### src/sv/sat_pkg.sv
// ----------------------------------------------------------------------------
// sat_pkg
// shared widths, codes and types of the subscription address table
// ----------------------------------------------------------------------------
package sat_pkg;

  localparam int MAX_DEPTH     = 64;
  localparam int DEPTH_DEFAULT = 8;
  localparam int IDX_W         = 6;
  localparam int OP_W          = 3;
  localparam int ADDR_W        = 16;
  localparam int STATUS_W      = 2;

  localparam logic [OP_W-1:0] OP_ADD        = 3'd0;
  localparam logic [OP_W-1:0] OP_REMOVE     = 3'd1;
  localparam logic [OP_W-1:0] OP_OVERWRITE  = 3'd2;
  localparam logic [OP_W-1:0] OP_DELETE_ALL = 3'd3;
  localparam logic [OP_W-1:0] OP_LOOKUP     = 3'd4;
  localparam logic [OP_W-1:0] OP_LIST       = 3'd5;

  localparam logic [STATUS_W-1:0] ST_SUCCESS     = 2'd0;
  localparam logic [STATUS_W-1:0] ST_FULL        = 2'd1;
  localparam logic [STATUS_W-1:0] ST_NOT_PRESENT = 2'd2;

  typedef struct packed {
    logic              active;
    logic              list;
    logic [OP_W-1:0]   op;
    logic [ADDR_W-1:0] addr;
    logic              match_seen;
    logic [IDX_W-1:0]  match_idx;
    logic              free_seen;
    logic [IDX_W-1:0]  free_idx;
    logic              last_seen;
    logic [IDX_W-1:0]  last_idx;
  } token_t;

  typedef struct packed {
    logic              clear_all;
    logic              wr_en;
    logic [IDX_W-1:0]  wr_idx;
    logic [ADDR_W-1:0] wr_data;
  } upd_t;

  typedef struct packed {
    logic [STATUS_W-1:0] status;
    logic                found;
    logic [ADDR_W-1:0]   listed_address;
    logic                entry_valid;
    logic                last;
  } word_t;

  typedef struct packed {
    logic  valid;
    word_t word;
  } emit_t;

endpackage

### src/sv/sat_req_if.sv
// ----------------------------------------------------------------------------
// sat_req_if
// request channel: operation and address words
// ----------------------------------------------------------------------------
interface sat_req_if;
  logic                          valid;
  logic                          ready;
  logic [sat_pkg::OP_W-1:0]      operation;
  logic [sat_pkg::ADDR_W-1:0]    address;

  modport source (output valid, output operation, output address, input ready);
  modport sink (input valid, input operation, input address, output ready);
endinterface

### src/sv/sat_rsp_if.sv
// ----------------------------------------------------------------------------
// sat_rsp_if
// response channel: status, lookup and list words
// ----------------------------------------------------------------------------
interface sat_rsp_if;
  logic                          valid;
  logic                          ready;
  logic [sat_pkg::STATUS_W-1:0]  status;
  logic                          found;
  logic [sat_pkg::ADDR_W-1:0]    listed_address;
  logic                          entry_valid;
  logic                          last;

  modport source (output valid, output status, output found, output listed_address,
                  output entry_valid, output last, input ready);
  modport sink (input valid, input status, input found, input listed_address,
                input entry_valid, input last, output ready);
endinterface

### src/sv/subscription_address_table.sv
// path: a request is registered into the head token, passes each cell's token
// stage, and its result word is loaded into the response register; a new request
// is taken only once the last has finished, as the token walks once along the row
// list: a second walk when any slot is in use; response back-pressure stalls it
// reset: all slots cleared to free, token row and response register emptied
// ----------------------------------------------------------------------------
// subscription_address_table
// group address filter table built as a row of slot cells scanned by a token
// ----------------------------------------------------------------------------
module subscription_address_table #(
  parameter int TABLE_DEPTH = sat_pkg::DEPTH_DEFAULT
) (
  input  logic      clk,
  input  logic      rst,
  sat_req_if.sink   req,
  sat_rsp_if.source rsp
);

  localparam int IdxW = sat_pkg::IDX_W;

  sat_pkg::token_t tok [TABLE_DEPTH+1];
  sat_pkg::emit_t  emit_cell [TABLE_DEPTH];
  sat_pkg::emit_t  emit_any;
  sat_pkg::upd_t   upd;
  logic            stall;

  sat_ctrl u_ctrl (
    .clk   (clk),
    .rst   (rst),
    .req   (req),
    .rsp   (rsp),
    .tail  (tok[TABLE_DEPTH]),
    .emit  (emit_any),
    .head  (tok[0]),
    .stall (stall),
    .upd   (upd)
  );

  for (genvar k = 0; k < TABLE_DEPTH; k++) begin : g_cell
    localparam logic [IdxW-1:0] CellIdx = IdxW'(k);
    sat_cell u_cell (
      .clk     (clk),
      .rst     (rst),
      .idx     (CellIdx),
      .stall   (stall),
      .tok_in  (tok[k]),
      .tok_out (tok[k+1]),
      .upd     (upd),
      .emit    (emit_cell[k])
    );
  end

  // only the cell holding the token can emit
  always_comb begin
    emit_any = '0;
    for (int k = 0; k < TABLE_DEPTH; k++) begin
      emit_any = emit_any | emit_cell[k];
    end
  end

endmodule

### src/sv/sat_cell.sv
// ----------------------------------------------------------------------------
// sat_cell
// one table slot with a token stage that inspects the slot and passes on
// ----------------------------------------------------------------------------
module sat_cell (
  input  logic                       clk,
  input  logic                       rst,
  input  logic [sat_pkg::IDX_W-1:0]  idx,
  input  logic                       stall,
  input  sat_pkg::token_t            tok_in,
  output sat_pkg::token_t            tok_out,
  input  sat_pkg::upd_t              upd,
  output sat_pkg::emit_t             emit
);

  logic [sat_pkg::ADDR_W-1:0] slot;
  sat_pkg::token_t            tok_next;
  logic                       nz;

  assign nz = (slot != '0);

  always_comb begin
    tok_next = tok_in;
    if (!tok_in.list) begin
      if (!tok_in.match_seen && slot == tok_in.addr) begin
        tok_next.match_seen = 1'b1;
        tok_next.match_idx  = idx;
      end
      if (!tok_in.free_seen && !nz) begin
        tok_next.free_seen = 1'b1;
        tok_next.free_idx  = idx;
      end
      if (nz) begin
        tok_next.last_seen = 1'b1;
        tok_next.last_idx  = idx;
      end
    end
  end

  always_comb begin
    emit = '0;
    if (tok_in.active && tok_in.list && nz) begin
      emit.valid               = 1'b1;
      emit.word.status         = sat_pkg::ST_SUCCESS;
      emit.word.listed_address = slot;
      emit.word.entry_valid    = 1'b1;
      emit.word.last           = (idx == tok_in.last_idx);
    end
  end

  always_ff @(posedge clk) begin
    if (rst) begin
      tok_out <= '0;
    end else if (!stall) begin
      tok_out <= tok_next;
    end
  end

  always_ff @(posedge clk) begin
    if (rst) begin
      slot <= '0;
    end else if (upd.wr_en && upd.wr_idx == idx) begin
      slot <= upd.wr_data;
    end else if (upd.clear_all) begin
      slot <= '0;
    end
  end

endmodule

### src/sv/sat_ctrl.sv
// ----------------------------------------------------------------------------
// sat_ctrl
// launches tokens into the cell row, decides table updates, holds the
// response register
// ----------------------------------------------------------------------------
module sat_ctrl (
  input  logic            clk,
  input  logic            rst,
  sat_req_if.sink         req,
  sat_rsp_if.source       rsp,
  input  sat_pkg::token_t tail,
  input  sat_pkg::emit_t  emit,
  output sat_pkg::token_t head,
  output logic            stall,
  output sat_pkg::upd_t   upd
);

  typedef enum logic [1:0] {
    S_IDLE = 2'b01,
    S_BUSY = 2'b10
  } state_t;

  state_t          state;
  state_t          state_next;
  sat_pkg::token_t head_next;
  sat_pkg::word_t  oword;
  sat_pkg::word_t  fin_word;
  sat_pkg::upd_t   fin_upd;
  logic            ovalid;
  logic            accept;
  logic            out_free;
  logic            fin;
  logic            list_end;
  logic            relaunch;
  logic            need_out;
  logic            load_out;

  assign req.ready = (state == S_IDLE) && !rst;
  assign accept    = req.valid && req.ready;
  assign out_free  = !ovalid || rsp.ready;

  assign fin      = tail.active && !tail.list;
  assign list_end = tail.active && tail.list;

  always_comb begin
    fin_word      = '0;
    fin_word.last = 1'b1;
    fin_upd       = '0;
    relaunch      = 1'b0;
    case (tail.op)
      sat_pkg::OP_ADD: begin
        if (!tail.match_seen) begin
          if (tail.free_seen) begin
            fin_upd.wr_en   = 1'b1;
            fin_upd.wr_idx  = tail.free_idx;
            fin_upd.wr_data = tail.addr;
          end else begin
            fin_word.status = sat_pkg::ST_FULL;
          end
        end
      end
      sat_pkg::OP_REMOVE: begin
        if (tail.match_seen) begin
          fin_upd.wr_en  = 1'b1;
          fin_upd.wr_idx = tail.match_idx;
        end else begin
          fin_word.status = sat_pkg::ST_NOT_PRESENT;
        end
      end
      sat_pkg::OP_OVERWRITE: begin
        fin_upd.clear_all = 1'b1;
        fin_upd.wr_en     = 1'b1;
        fin_upd.wr_data   = tail.addr;
      end
      sat_pkg::OP_DELETE_ALL: begin
        fin_upd.clear_all = 1'b1;
      end
      sat_pkg::OP_LOOKUP: begin
        fin_word.found = (tail.addr != '0) && tail.match_seen;
      end
      sat_pkg::OP_LIST: begin
        relaunch = tail.last_seen;
      end
      default: begin
      end
    endcase
  end

  assign need_out = fin && !relaunch;
  assign stall    = (emit.valid || need_out) && !out_free;
  assign load_out = !stall && (emit.valid || need_out);
  assign upd      = (fin && !stall) ? fin_upd : '0;

  always_comb begin
    head_next = '0;
    if (accept) begin
      head_next.active = 1'b1;
      head_next.op     = req.operation;
      head_next.addr   = req.address;
    end else if (fin && relaunch) begin
      head_next        = tail;
      head_next.list   = 1'b1;
    end
  end

  always_comb begin
    state_next = state;
    case (state)
      S_IDLE: begin
        if (accept) begin
          state_next = S_BUSY;
        end
      end
      S_BUSY: begin
        if ((need_out && !stall) || list_end) begin
          state_next = S_IDLE;
        end
      end
      default: state_next = S_IDLE;
    endcase
  end

  always_ff @(posedge clk) begin
    if (rst) begin
      state  <= S_IDLE;
      head   <= '0;
      ovalid <= 1'b0;
    end else begin
      state <= state_next;
      if (!stall) begin
        head <= head_next;
      end
      if (load_out) begin
        ovalid <= 1'b1;
      end else if (rsp.ready) begin
        ovalid <= 1'b0;
      end
    end
  end

  always_ff @(posedge clk) begin
    if (load_out) begin
      oword <= emit.valid ? emit.word : fin_word;
    end
  end

  assign rsp.valid          = ovalid;
  assign rsp.status         = oword.status;
  assign rsp.found          = oword.found;
  assign rsp.listed_address = oword.listed_address;
  assign rsp.entry_valid    = oword.entry_valid;
  assign rsp.last           = oword.last;

endmodule

### src/flat_wrapper.sv
// flat-port wrapper written by rule: the top's interface ports become plain ports
module subscription_address_table_flat 
#(
  parameter int TABLE_DEPTH = sat_pkg::DEPTH_DEFAULT
)
  (clk, rst, req_valid, req_operation, req_address, req_ready, rsp_valid, rsp_status, rsp_found, rsp_listed_address, rsp_entry_valid, rsp_last, rsp_ready);
  sat_req_if req_i ();
  sat_rsp_if rsp_i ();
  input  logic clk;
  input  logic rst;
  input wire logic [$bits(req_i.valid)-1:0] req_valid;
  input wire logic [$bits(req_i.operation)-1:0] req_operation;
  input wire logic [$bits(req_i.address)-1:0] req_address;
  output wire logic [$bits(req_i.ready)-1:0] req_ready;
  output wire logic [$bits(rsp_i.valid)-1:0] rsp_valid;
  output wire logic [$bits(rsp_i.status)-1:0] rsp_status;
  output wire logic [$bits(rsp_i.found)-1:0] rsp_found;
  output wire logic [$bits(rsp_i.listed_address)-1:0] rsp_listed_address;
  output wire logic [$bits(rsp_i.entry_valid)-1:0] rsp_entry_valid;
  output wire logic [$bits(rsp_i.last)-1:0] rsp_last;
  input wire logic [$bits(rsp_i.ready)-1:0] rsp_ready;
  assign req_i.valid = req_valid;
  assign req_i.operation = req_operation;
  assign req_i.address = req_address;
  assign req_ready = req_i.ready;
  assign rsp_valid = rsp_i.valid;
  assign rsp_status = rsp_i.status;
  assign rsp_found = rsp_i.found;
  assign rsp_listed_address = rsp_i.listed_address;
  assign rsp_entry_valid = rsp_i.entry_valid;
  assign rsp_last = rsp_i.last;
  assign rsp_i.ready = rsp_ready;
  subscription_address_table #(.TABLE_DEPTH(TABLE_DEPTH)) u_core (.clk(clk), .rst(rst), .req(req_i), .rsp(rsp_i));
endmodule
### config.mk
export PLATFORM = sky130hd
export DESIGN_NAME = subscription_address_table_flat
export DESIGN_NICKNAME = d
export VERILOG_FILES = /design/src/sv/sat_pkg.sv /design/src/sv/sat_req_if.sv /design/src/sv/sat_rsp_if.sv /design/src/sv/subscription_address_table.sv /design/src/sv/sat_cell.sv /design/src/sv/sat_ctrl.sv /design/src/flat_wrapper.sv
export SDC_FILE = /design/constraint.sdc
export NUM_CORES = 1
export LEC_CHECK = 0
export BUFFER_PORTS_ARGS = -buffer_cell sky130_fd_sc_hd__buf_4
export CAP_MARGIN = 20
export CORE_ASPECT_RATIO = 1.2
export CORE_UTILIZATION = 32
export CTS_BUF_LIST = sky130_fd_sc_hd__clkbuf_4
export DETAILED_ROUTE_END_ITERATION = 7
export PLACE_DENSITY = 0.57
export SLEW_MARGIN = 20
export SYNTH_ARGS = -nofsm -noshare
export SYNTH_HDL_FRONTEND = slang
export SYNTH_SLANG_ARGS = --single-unit
### constraint.sdc
create_clock -name clk -period 6.35 [get_ports clk]
set_input_delay 0.635 -clock clk [delete_from_list [all_inputs] [get_ports clk]]
set_output_delay 0.635 -clock clk [all_outputs]
set_load 0.01 [all_outputs]
After elaboration in Yosys (flattened, before gate mapping). Cells that the tools add are included.

Logic and storage cells: 332. Bits of input ports: 23. Bits in registers: 530.

Eq/ne operators: 31. Bitwise logic cells: 7. Muxes and demuxes: 82. Reduce and logical (&&, ||, !) cells: 107.

Operator list (count): 2-to-1 mux 21 bit (10); 2-to-1 mux 7 bit (25); bitwise OR 22 bit (7); 2-to-1 mux 16 bit (9); 2-to-1 mux 18 bit (8); nonzero test 16 bit (9); equality test 16 bit (8); logical AND 1 bit (51); 2-to-1 mux 23 bit (2); 2-to-1 mux 42 bit (1); one-hot mux 16 bit (2 select lines) (1); zero test 1 bit (30); equality test 3 x 6 -> 1 bit, first input constant (4); equality test 6 x 3 -> 1 bit, second input constant (4); 2-to-1 mux 24 bit (1); 2-to-1 mux 3 bit (8); 2-to-1 mux 19 bit (1); nonzero test 2 bit (9); equality test 2 x 6 -> 1 bit, first input constant (2); equality test 6 x 2 -> 1 bit, second input constant (2); zero test 6 bit (2); one-hot mux 6 bit (2 select lines) (1); 2-to-1 mux 1 bit (9); one-hot mux 2 bit (2 select lines) (2); other kinds (14) (21).

Depth between registers and ports, before layout. Gate-level depths: netlist of run 1.

Depth in word-level cells: 18. Mapped depth: 10. Depth with buffers taken out: 6.

By module. Synthesis of run 1 repeated with hierarchy kept, for this count alone.

Cell total of the unflattened synthesis: 2902. Area, all modules: 26289.0 µm².

By module, submodules not included: sat_cell (sequential area each 1161.1 µm², instances 8, cells each 321, area an instance 2872.8 µm²); sat_ctrl (sequential area each 1531.5 µm², instances 1, cells each 266, area an instance 2941.6 µm²); subscription_address_table (sequential area each 0.0 µm², instances 1, cells each 68, area an instance 365.4 µm²).

Worst setup path before layout of run 1. Ideal clock, no wire load.

Path kind: reg2reg. From: reg u_core.g_cell[2].u_cell.tok_out[40] (netlist name). To: reg u_core.u_ctrl.oword (netlist bit u_core.u_ctrl.rsp.entry_valid) (enable). Period minus slack after synthesis: 2.711 ns. Stages on the path, launching flop included: 7. Path slack: 3.639 ns. Arrival time: 2.313 ns. Library setup time: 0.399 ns. Cells stage by stage: dfxtp_1 -> clkbuf_1 -> nand2_1 -> a41oi_1 -> nor4_4 -> and3_1 -> nor2_1.

Longest elaborated chain between the ends: 12.

RTL lines: from (decl) (RTL line sat_cell.sv:11) `output sat_pkg::token_t tok_out,`; from (signal assigned) (RTL line sat_cell.sv:55) `tok_out <= tok_next;`; logical AND 1 bit (*) (2 in a row) (RTL line sat_cell.sv:42) `if (tok_in.active && tok_in.list && nz) begin`; 2-to-1 mux 3 bit (*) (RTL line sat_cell.sv:42); bitwise OR 22 bit (*) (5 in a row) (RTL line subscription_address_table.sv:57) `emit_any = emit_any | emit_cell[k];`; logical OR 1 bit (*) (RTL line sat_ctrl.sv:90, sat_ctrl.sv:91); logical AND 1 bit (RTL line sat_ctrl.sv:90) `assign stall = (emit.valid || need_out) && !out_free;`; zero test 1 bit; logical AND 1 bit (*) (RTL line sat_ctrl.sv:91) `assign load_out = !stall && (emit.valid || need_out);`; named net u_core.u_ctrl.load_out (RTL line sat_ctrl.sv:36) `logic load_out;`; to (signal assigned) (RTL line sat_ctrl.sv:143) `oword <= emit.valid ? emit.word : fin_word;`; to (decl) (RTL line sat_ctrl.sv:26) `sat_pkg::word_t oword;`.

Mark *: on every way through the listed nets, which the timed path passes. The rest lies on a longest branch. A chain may end at the register's enable or synchronous reset.

Worst setup path after layout of run 1.
From: reg u_core.g_cell[4].u_cell.slot[3] (netlist name). To: reg u_core.g_cell[4].u_cell.tok_out[6] (netlist name).

Longest elaborated chain between the ends: 9.

RTL lines: from (decl) (RTL line sat_cell.sv:16) `logic [sat_pkg::ADDR_W-1:0] slot;`; from (signal assigned) (RTL line sat_cell.sv:63) `slot <= upd.wr_data;`; nonzero test 16 bit (*) (RTL line sat_cell.sv:20) `assign nz = (slot != '0);`; logical AND 1 bit (RTL line sat_cell.sv:42); 2-to-1 mux 3 bit (RTL line sat_cell.sv:42); bitwise OR 22 bit (4 in a row) (RTL line subscription_address_table.sv:57); logical OR 1 bit (RTL line sat_ctrl.sv:90); logical AND 1 bit (RTL line sat_ctrl.sv:90); to (signal assigned) (RTL line sat_cell.sv:55); to (decl) (RTL line sat_cell.sv:11).

Every way passes the cells marked *; elsewhere a longest branch is shown, timed or not.

==> metrics, run 1 <==
area share of the largest cell type after synthesis=0.4602; LEAKAGE=between 9 and 10 nW; Fillers=6,993; P per Cell Area=around 260 mW/mm^2; Tcrit/Tclk final=0.5904; IO buf count=45; global placement routability congestion=0.9468; largest net degree at the start of global routing=194; ANT nets after route=0; clock slew at reported path FFs=about 0.06 ns; routed len/inst=around 21 um; first-pass GRT wire length=roughly 120,000 um; Worst VDD drop=~0.00016 V; Vias/cell=5.502; Slew headroom=0.2408; gr ovfl total=0; GRT Util Overall=0.2176; RSZ-0062 raised after global routing=no; final setup vio count=0; Storage cell area=between 0.01 and 0.015 mm^2; final count of pins violating max slew=0; Area growth syn-to-layout=12.91%; Post-synth top flop=dfxtp_1; Hold Crit Class=primary input to flip-flop; Setup Skew=just over 0.06 ns; clk sinks=530; CP max FO=~120; Ports=46; synthesized area=between 0.02 and 0.025 mm^2; FP Rows=approximately 110; vias post-DR=~20k; Mapped Cells=around 2.6k; cell count after placement=approximately 3.4k; Crit path arrival time=around 4.6 ns; routed wire length=77,830 um; Max Cap Violations=0; 1st-iter DRT viols=roughly 2.1k; ys async rst share=0; critical path endpoint category=flip-flop; top post-synthesis cells by count=520 x nand2_1, 509 x dfxtp_1, 331 x a21oi_1, 147 x nand3_1, 141 x nor2_1; initial core utilization=0.3235; layout cells sized above 1=0.1394; CTS Buf Count=approximately 150; Seq cells post-synth=between 500 and 600; die height=approximately 290 um; Multi-input gate area=~0.010 mm^2; total core area=0.06845 mm^2; CTS Root Cell=clkbuf_4; Die Width=approximately 240 um; DR DRC count=0; most numerous cell in the Yosys netlist=nand2_1; synth top area cells=dfxtp_1 46%, nand2_1 8.8%, a21oi_1 7.5%; die area=0.07026 mm^2; vias in the first global route=~19k; post-synthesis net count=approximately 2.6k; R2R Setup Slk=2.60 ns; Post-DP HPWL=roughly 52,000 um; Tot Pwr=6.617 mW; Post-synth EDFFs=21; outcome=complete, no violations; H-tree depth=4; CP Launch Type=flip-flop; sequential share of the synthesized area=0.4887; required time of the critical path=around 7 ns; synthesized area per cell=8.520 um^2; leading area contributor after synthesis=dfxtp_1; maximum clock path buffer count=3; setup TNS=0 ns; Pre-antenna DRT Iters=6; latest clock arrival within the worst-skew pair=about 0.98 ns; Max Clk Rate=~270 MHz; Final nets=2,657; final hold vios=0; Cell variety after synth=slightly above 60; initial antenna violation count=1; non-filler instance count after layout=3,643; Final min period=~3.7 ns; # Post-CTS Setup Buffers=0; crit path kind=flip-flop to flip-flop; fin util=0.3653; Syn. warnings=0; Worst-Margin Slew=1.130 ns; CTS tree=built
cell type report:
type,count,share of cell area
Sequential cell,530,0.4328
Multi-Input combinational cell,1850,0.4143
Tap cell,909,0.04549
Inverter,5,0.0007507
Antenna cell,1,0.0001001
Clock inverter,29,0.006006
Clock buffer,218,0.06546
Timing Repair Buffer,101,0.03503
power breakdown:
group	switching (mW)	internal (mW)	leakage [nW]
Combinational	0.126	0.0594	3.70
Sequential	0.0282	3.37	4.27
Clock	1.43	1.60	1.08
timing repair:
action                                 in CTS  in global routing
hold buffers                               19                  0
gates resized for setup                     0                  0
endpoints found under the hold margin      19                  0
layer usage:
metal / global-route usage / vias up / share of wire
met5: 0 / - / 0
met4: 0.1261 / 0 / 0.052
met3: 0.04883 / 230 / 0.066
met2: 0.3525 / 819 / 0.47
met1: 0.2646 / 9700 / 0.41
li1: - / 9296 / -
placed cells by master, fill, tap and decap left out, types with 7 or more instances in the layout:
cell and count:
clkbuf_4 218, o211ai_1 32, nand4_1 38, buf_4 76, nor4_1 57, nor3_1 124
xor2_1 117, clkinv_1 16, edfxtp_1 21, dfxtp_1 509, a22oi_1 64, a32oi_1 38
or3_1 9, a22o_1 56, nand2_1 519, nor3b_1 13, nor4_2 9, nor2_1 136
nand3_1 147, nand2b_1 16, mux2_2 32, nand3b_1 19, nor2b_1 7, o21ai_0 7
xnor2_1 11, a21oi_1 331, a41oi_2 8, dlygate4sd3_1 19
cells by family after synthesis:
family / synth area share
AO/OA/AOI/OAI: 0.1590
XOR/XNOR: 0.05063
buffers and inverters: 0.04713
flip-flops: 0.4887
multiplexers: 0.01808
AND/OR/NAND/NOR: 0.2365
through the flow:
stage	instance area [um^2]	hold WS, ns	worst slack, ns
floorplan	22140	0.4319	3.639
global placement	23000	0.4391	2.726
detailed placement	23010	0.4441	2.719
CTS	24990	0.1333	2.676
global route	25000	0.1844	2.353
finish	25000	0.2547	2.601
sequential cells by signal (all words and copies together) (netlist names):
name	cells
u_core.u_ctrl.head	42
u_core.u_ctrl.rsp.entry_valid	1
u_core.u_ctrl.rsp.last	1
u_core.g_cell.u_cell.slot	128
u_core.u_ctrl.rsp.found	1
u_core.g_cell.u_cell.tok_out	336
u_core.u_ctrl.state	2
u_core.u_ctrl.rsp.status	2
u_core.u_ctrl.rsp.listed_address	16
u_core.u_ctrl.rsp.valid	1
path summary, 6_finish.rpt:
path / depth (start not counted) / end / start
max: 8 / u_core.g_cell[4].u_cell.tok_out[6] / u_core.g_cell[4].u_cell.slot[3]
min: 3 / u_core.u_ctrl.rsp.valid / rsp_ready
max reg2reg: 8 / u_core.g_cell[4].u_cell.tok_out[6] / u_core.g_cell[4].u_cell.slot[3]
min reg2reg: 2 / u_core.g_cell[7].u_cell.tok_out[36] / u_core.g_cell[6].u_cell.tok_out[36]
worst max-delay path, stage by stage (launching register included):
cell	delay, ns
dfxtp_1	0.40
nor4_1	0.60
a41oi_2	0.18
buf_4	0.26
nor4_4	0.44
a31o_4	0.87
buf_12	0.51
nor2_1	0.08
a311oi_1	0.25
Power figures use the tool's default switching activity.
==> inputs of run 2 (changes only) <==
==> constraint.sdc (replaced) <==
create_clock -name clk -period 3.7 [get_ports clk]
set_input_delay 0.37 -clock clk [delete_from_list [all_inputs] [get_ports clk]]
set_output_delay 0.37 -clock clk [all_outputs]
set_load 0.01 [all_outputs]
==> metrics, run 2 (synthesized netlist as in run 1, its figures left out) <==
# Post-CTS Setup Buffers=0; share of total power in the clock network=0.469; CP max FO=between 100 and 150; part of the power in combinational logic=0.029; Setup Skew=between 0.08 and 0.09 ns; worst hold slack=0.4402 ns; die area=0.07026 mm^2; critical path endpoint category=flip-flop; Final min period=roughly 3.6 ns; H-tree depth=4; Switch Pwr=around 2.7 mW; Area growth syn-to-layout=15.21%; final hold vios=0; Slew headroom=0.2529; maximum clock path buffer count=3; vias post-DR=about 20k; Ports=46; CP Launch Type=flip-flop; ANT nets after route=0; vias in the first global route=19.37k; P per Cell Area=between 400 and 500 mW/mm^2; total core area=0.06845 mm^2; Largest Register=u_core.g_cell.u_cell.tok_out; die height=290.2 um; Pre-antenna DRT Iters=6; first-pass GRT wire length=116,000 um; Max Cap Violations=0; reg2reg start=u_core.g_cell[4].u_cell.slot[3]; commonest non-fill, non-tap cell in the layout=nand2_1; Vias/cell=approximately 5.5; Die Width=around 240 um; Flop pwr share=0.502; final setup vio count=0; GRT Util Overall=0.2152; 1st-iter DRT viols=1,989; most frequent cells in the layout=519 x nand2_1, 509 x dfxtp_1, 331 x a21oi_1, 222 x clkbuf_4, 147 x nand3_1; Worst path max stage delay=approximately 0.60 ns; Post-DP HPWL=51,320 um; critical path launch point=u_core.g_cell[4].u_cell.slot[3]; Sw Share=0.2353; setup TNS=0 ns; outcome=complete, no violations; largest net degree at the start of global routing=191; Max Clk Rate=280.6 MHz; worst path bufs/invs=2; DR DRC count=0; routed wire length=roughly 77,000 um; cell family with most CP delay=simple AND/OR/NAND/NOR gates; Crit path arrival time=~4.4 ns; Hold Crit Class=flip-flop to flip-flop; Int Pwr=roughly 8.9 mW; routed len/inst=about 21 um; Final nets=between 2k and 3k; hold wc startpoint=u_core.u_ctrl.head[35]; clock slew at reported path FFs=0.06 ns; cell count after placement=between 3k and 4k; Tcrit/Tclk final=0.9632; gr ovfl total=0; largest registers=u_core.g_cell.u_cell.tok_out (336), u_core.g_cell.u_cell.slot (128), u_core.u_ctrl.head (42); Critical Path, Cell by Cell=nor4_1, a41oi_2, nor4_4, a31o_4, buf_12, nand3_1, dlygate4sd3_1, a21oi_1; FP Rows=between 100 and 150; Tot Pwr=around 12 mW; latest clock arrival within the worst-skew pair=roughly 1.0 ns; CTS tree=built; final count of pins violating max slew=0; non-filler instance count after layout=between 3k and 4k; required time of the critical path=around 4.6 ns; IO buf count=45; global placement routability congestion=0.9618; layout cells sized above 1=0.1459; fin util=0.3727; number of flip-flops in the largest register=around 340; crit path kind=flip-flop to flip-flop; Critical Path Slowest Stage Cell=nor4_4; initial antenna violation count=2; RSZ-0062 raised after global routing=no; CTS Buf Count=between 100 and 150; initial core utilization=0.3235; Worst-Margin Slew=roughly 1.1 ns; CTS Root Cell=clkbuf_4; clk sinks=530; LEAKAGE=about 9.3 nW; Fillers=roughly 7k; Worst VDD drop=0.0002857 V
[run 2: metrics by stage]
stage               worst slack (ns)  instance area (um^2)
detailed placement            0.6141                 23190
global placement              0.6423                 23190
floorplan                     0.9886                 22140
finish                        0.1363                 25510
CTS                          0.09825                 25470
global route                 0.01369                 25510
[run 2: power by group through the flow]
stage	clock [mW]	sequential (mW)	combinational (mW)
floorplan	0	5.94	0.205
global placement	0	5.96	0.298
detailed placement	0	5.96	0.301
CTS	5.58	5.83	0.333
global route	5.90	5.84	0.366
finish	5.45	5.84	0.337
[run 2: what timing repair did]
| action | 4_1_cts | 5_1_grt |
|---|---|---|
| endpoints found under the setup margin | 0 | 14 |
| gates resized for setup | 0 | 5 |
| endpoints found under the hold margin | 107 | 0 |
| hold buffers | 41 | 0 |
[run 2: final cells by class]
type | count | area, um^2 | area share
multi-input combinational | 1850 | 10380 | 0.4067
antenna | 2 | 5.005 | 0.0001962
clock buffer | 222 | 1667 | 0.06533
tap | 909 | 1137 | 0.04458
clock inverter | 24 | 200.2 | 0.007848
inverter | 5 | 18.77 | 0.0007357
sequential | 530 | 10820 | 0.4242
timing repair buffer | 145 | 1286 | 0.05042
[run 2: final timing paths]
| kind | to | slack (ns) | depth (start not counted) |
|---|---|---|---|
| worst max-delay path | u_core.u_ctrl.head[38] | 0.14 | 8 |
| worst min-delay path | u_core.g_cell[0].u_cell.tok_out[35] | 0.44 | 2 |
| worst max register to register | u_core.u_ctrl.head[38] | 0.14 | 8 |
| worst min register to register | u_core.g_cell[0].u_cell.tok_out[35] | 0.44 | 2 |
[run 2: layer usage]
layer  track usage  share of wire  up-vias
met5             0              0        -
met4        0.1116          0.052        0
met3       0.05309          0.063      227
met2        0.3488           0.47      735
met1        0.2634           0.41     9744
li1              -              -     9395
[run 2: tightest hold or removal path: stages (launching register included)]
cell and delay, ns:
dfxtp_1 0.33, nand2_1 0.07, a21oi_1 0.06
==> inputs of run 3 (changes only) <==
--- a/config.mk
+++ b/config.mk
@@ -7,11 +7,14 @@
 export LEC_CHECK = 0
 export BUFFER_PORTS_ARGS = -buffer_cell sky130_fd_sc_hd__buf_4
 export CAP_MARGIN = 20
+export CELL_PAD_IN_SITES_DETAIL_PLACEMENT = 0
+export CELL_PAD_IN_SITES_GLOBAL_PLACEMENT = 1
 export CORE_ASPECT_RATIO = 1.2
 export CORE_UTILIZATION = 32
 export CTS_BUF_LIST = sky130_fd_sc_hd__clkbuf_4
 export DETAILED_ROUTE_END_ITERATION = 7
-export PLACE_DENSITY = 0.57
+export PLACE_DENSITY = 0.68
+export SKIP_CTS_REPAIR_TIMING = 1
 export SLEW_MARGIN = 20
 export SYNTH_ARGS = -nofsm -noshare
 export SYNTH_HDL_FRONTEND = slang
==> metrics, run 3 (synthesized netlist as in run 1, its figures left out) <==
Max Cap Violations=0; PnR worst setup slack=between 0.3 and 0.4 ns; Fillers=7,095; FP Rows=approximately 110; largest net degree at the start of global routing=232; GRT Util Overall=0.2172; CP Launch Type=flip-flop; final count of pins violating max slew=0; layout cells sized above 1=0.1377; final setup vio count=0; vias post-DR=19.89k; CTS Root Cell=clkbuf_4; global placement routability congestion=0.9554; ANT nets after route=0; number of flip-flops in the largest register=between 300 and 400; vias in the first global route=roughly 19k; die height=290.2 um; DR DRC count=0; FF-to-FF End=u_core.u_ctrl.head[38]; initial core utilization=0.3235; Hold Crit Class=primary input to flip-flop; Final min period=~3.3 ns; Worst-Margin Slew=between 1 and 1.5 ns; worst hold slack=approximately 0.053 ns; RSZ-0062 raised after global routing=no; die area=0.07026 mm^2; maximum clock path buffer count=3; Max Clk Rate=299.5 MHz; final hold vios=0; Ports=46; LEAKAGE=9.150 nW; clock slew at reported path FFs=approximately 0.070 ns; 1st-iter DRT viols=1,770; largest registers=u_core.g_cell.u_cell.tok_out (336), u_core.g_cell.u_cell.slot (128), u_core.u_ctrl.head (42); initial antenna violation count=5; R2R depth=7; Setup Skew=0.09778 ns; fin util=0.3682; Crit path arrival time=approximately 4.2 ns; Tot Pwr=between 10 and 15 mW; setup TNS=0 ns; routed wire length=between 70,000 and 80,000 um; commonest non-fill, non-tap cell in the layout=nand2_1; Slew headroom=0.2958; gr ovfl total=0; required time of the critical path=~4.6 ns; Tcrit/Tclk final=0.9025; most frequent cells in the layout=519 x nand2_1, 509 x dfxtp_1, 331 x a21oi_1, 204 x clkbuf_4, 147 x nand3_1; Final nets=2,674; Vias/cell=~5.4; total core area=approximately 0.07 mm^2; crit path kind=flip-flop to flip-flop; R2R Setup Slk=~0.36 ns; Worst VDD drop=slightly below 0.0003 V; outcome=complete, no violations; Post-DP HPWL=slightly above 50,000 um; IO buf count=45; Area growth syn-to-layout=13.83%; CTS tree=built; latest clock arrival within the worst-skew pair=roughly 1 ns; hold wc startpoint=req_valid; Largest Register=u_core.g_cell.u_cell.tok_out; first-pass GRT wire length=117,100 um; P per Cell Area=about 450 mW/mm^2; hold depth=4; routed len/inst=between 20 and 25 um; DP Worst Slack=roughly 0.46 ns; H-tree depth=4; CTS Buf Count=~150; critical path endpoint category=flip-flop; Pre-antenna DRT Iters=6; reg2reg start=u_core.g_cell[4].u_cell.slot[3]; CP max FO=just under 100; Die Width=around 240 um; Endpoint, Worst Hold=u_core.u_ctrl.state[1]; clk sinks=530
[run 3: changes by cell type in the layout (fill, tap and decap cells not counted), sizes merged]
cell | previous run | this run
buf | 104 | 97
clkbuf | 222 | 204
clkinv | 14 | 35
diode | 2 | 4
dlygate4sd3 | 41 | 21
[run 3: through the flow]
stage	instances	cell area, um^2
detailed placement	3391	23160
global placement	3391	23160
finish	3665	25210
global route	3665	25210
CTS	3640	24980
floorplan	2599	22140
[run 3: worst max-delay path, stage by stage, from the launching register on]
cell and delay (ns):
dfxtp_1 0.42, nor4_1 0.78, a41oi_2 0.27, nor4_4 0.55, a31o_4 0.45, buf_12 0.38, nand3_1 0.13, a21oi_1 0.15
[run 3: area by class of cell]
cell class | instances | area, um^2 | share of cell area
multi-input combinational | 1850 | 10350 | 0.4105
sequential | 530 | 10820 | 0.4293
clock inverter | 45 | 282.8 | 0.01122
clock buffer | 204 | 1531 | 0.06076
timing repair buffer | 118 | 1059 | 0.04200
antenna | 4 | 10.01 | 0.0003971
inverter | 5 | 18.77 | 0.0007446
tap | 909 | 1137 | 0.04512
[run 3: power by group]
| part | internal [mW] | leakage, nW | switching, mW | total [mW] |
|---|---|---|---|---|
| Sequential | 5.79 | 4.27 | 0.0474 | 5.84 |
| Combinational | 0.107 | 3.80 | 0.215 | 0.322 |
| Clock | 2.81 | 1.08 | 2.50 | 5.31 |
| Total | 8.70 | 9.15 | 2.76 | 11.5 |
[run 3: worst max path at each step]
stage / from / end / slack (ns) / cells after the start
finish: u_core.g_cell[4].u_cell.slot[3] / u_core.u_ctrl.head[38] / 0.36 / 7
detailed placement: u_core.g_cell[4].u_cell.slot[3] / u_core.g_cell[2].u_cell.tok_out[13] / 0.46 / 7
CTS: u_core.g_cell[4].u_cell.slot[3] / u_core.g_cell[2].u_cell.tok_out[13] / 0.45 / 7
floorplan: u_core.g_cell[2].u_cell.tok_out[40] / u_core.u_ctrl.rsp.entry_valid / 0.99 / 6
global placement: u_core.g_cell[4].u_cell.slot[3] / u_core.g_cell[2].u_cell.tok_out[13] / 0.46 / 7
global route: u_core.g_cell[2].u_cell.slot[8] / u_core.g_cell[0].u_cell.tok_out[23] / 0.35 / 7
[run 3: layer usage]
metal  up-vias  global-route usage  wire length (um)
li1       9352                   -                 -
met2       736              0.3506             36410
met1      9576              0.2706             32520
met4         0              0.1198              3866
met3       224             0.04366              4660
met5         -                   0                 0
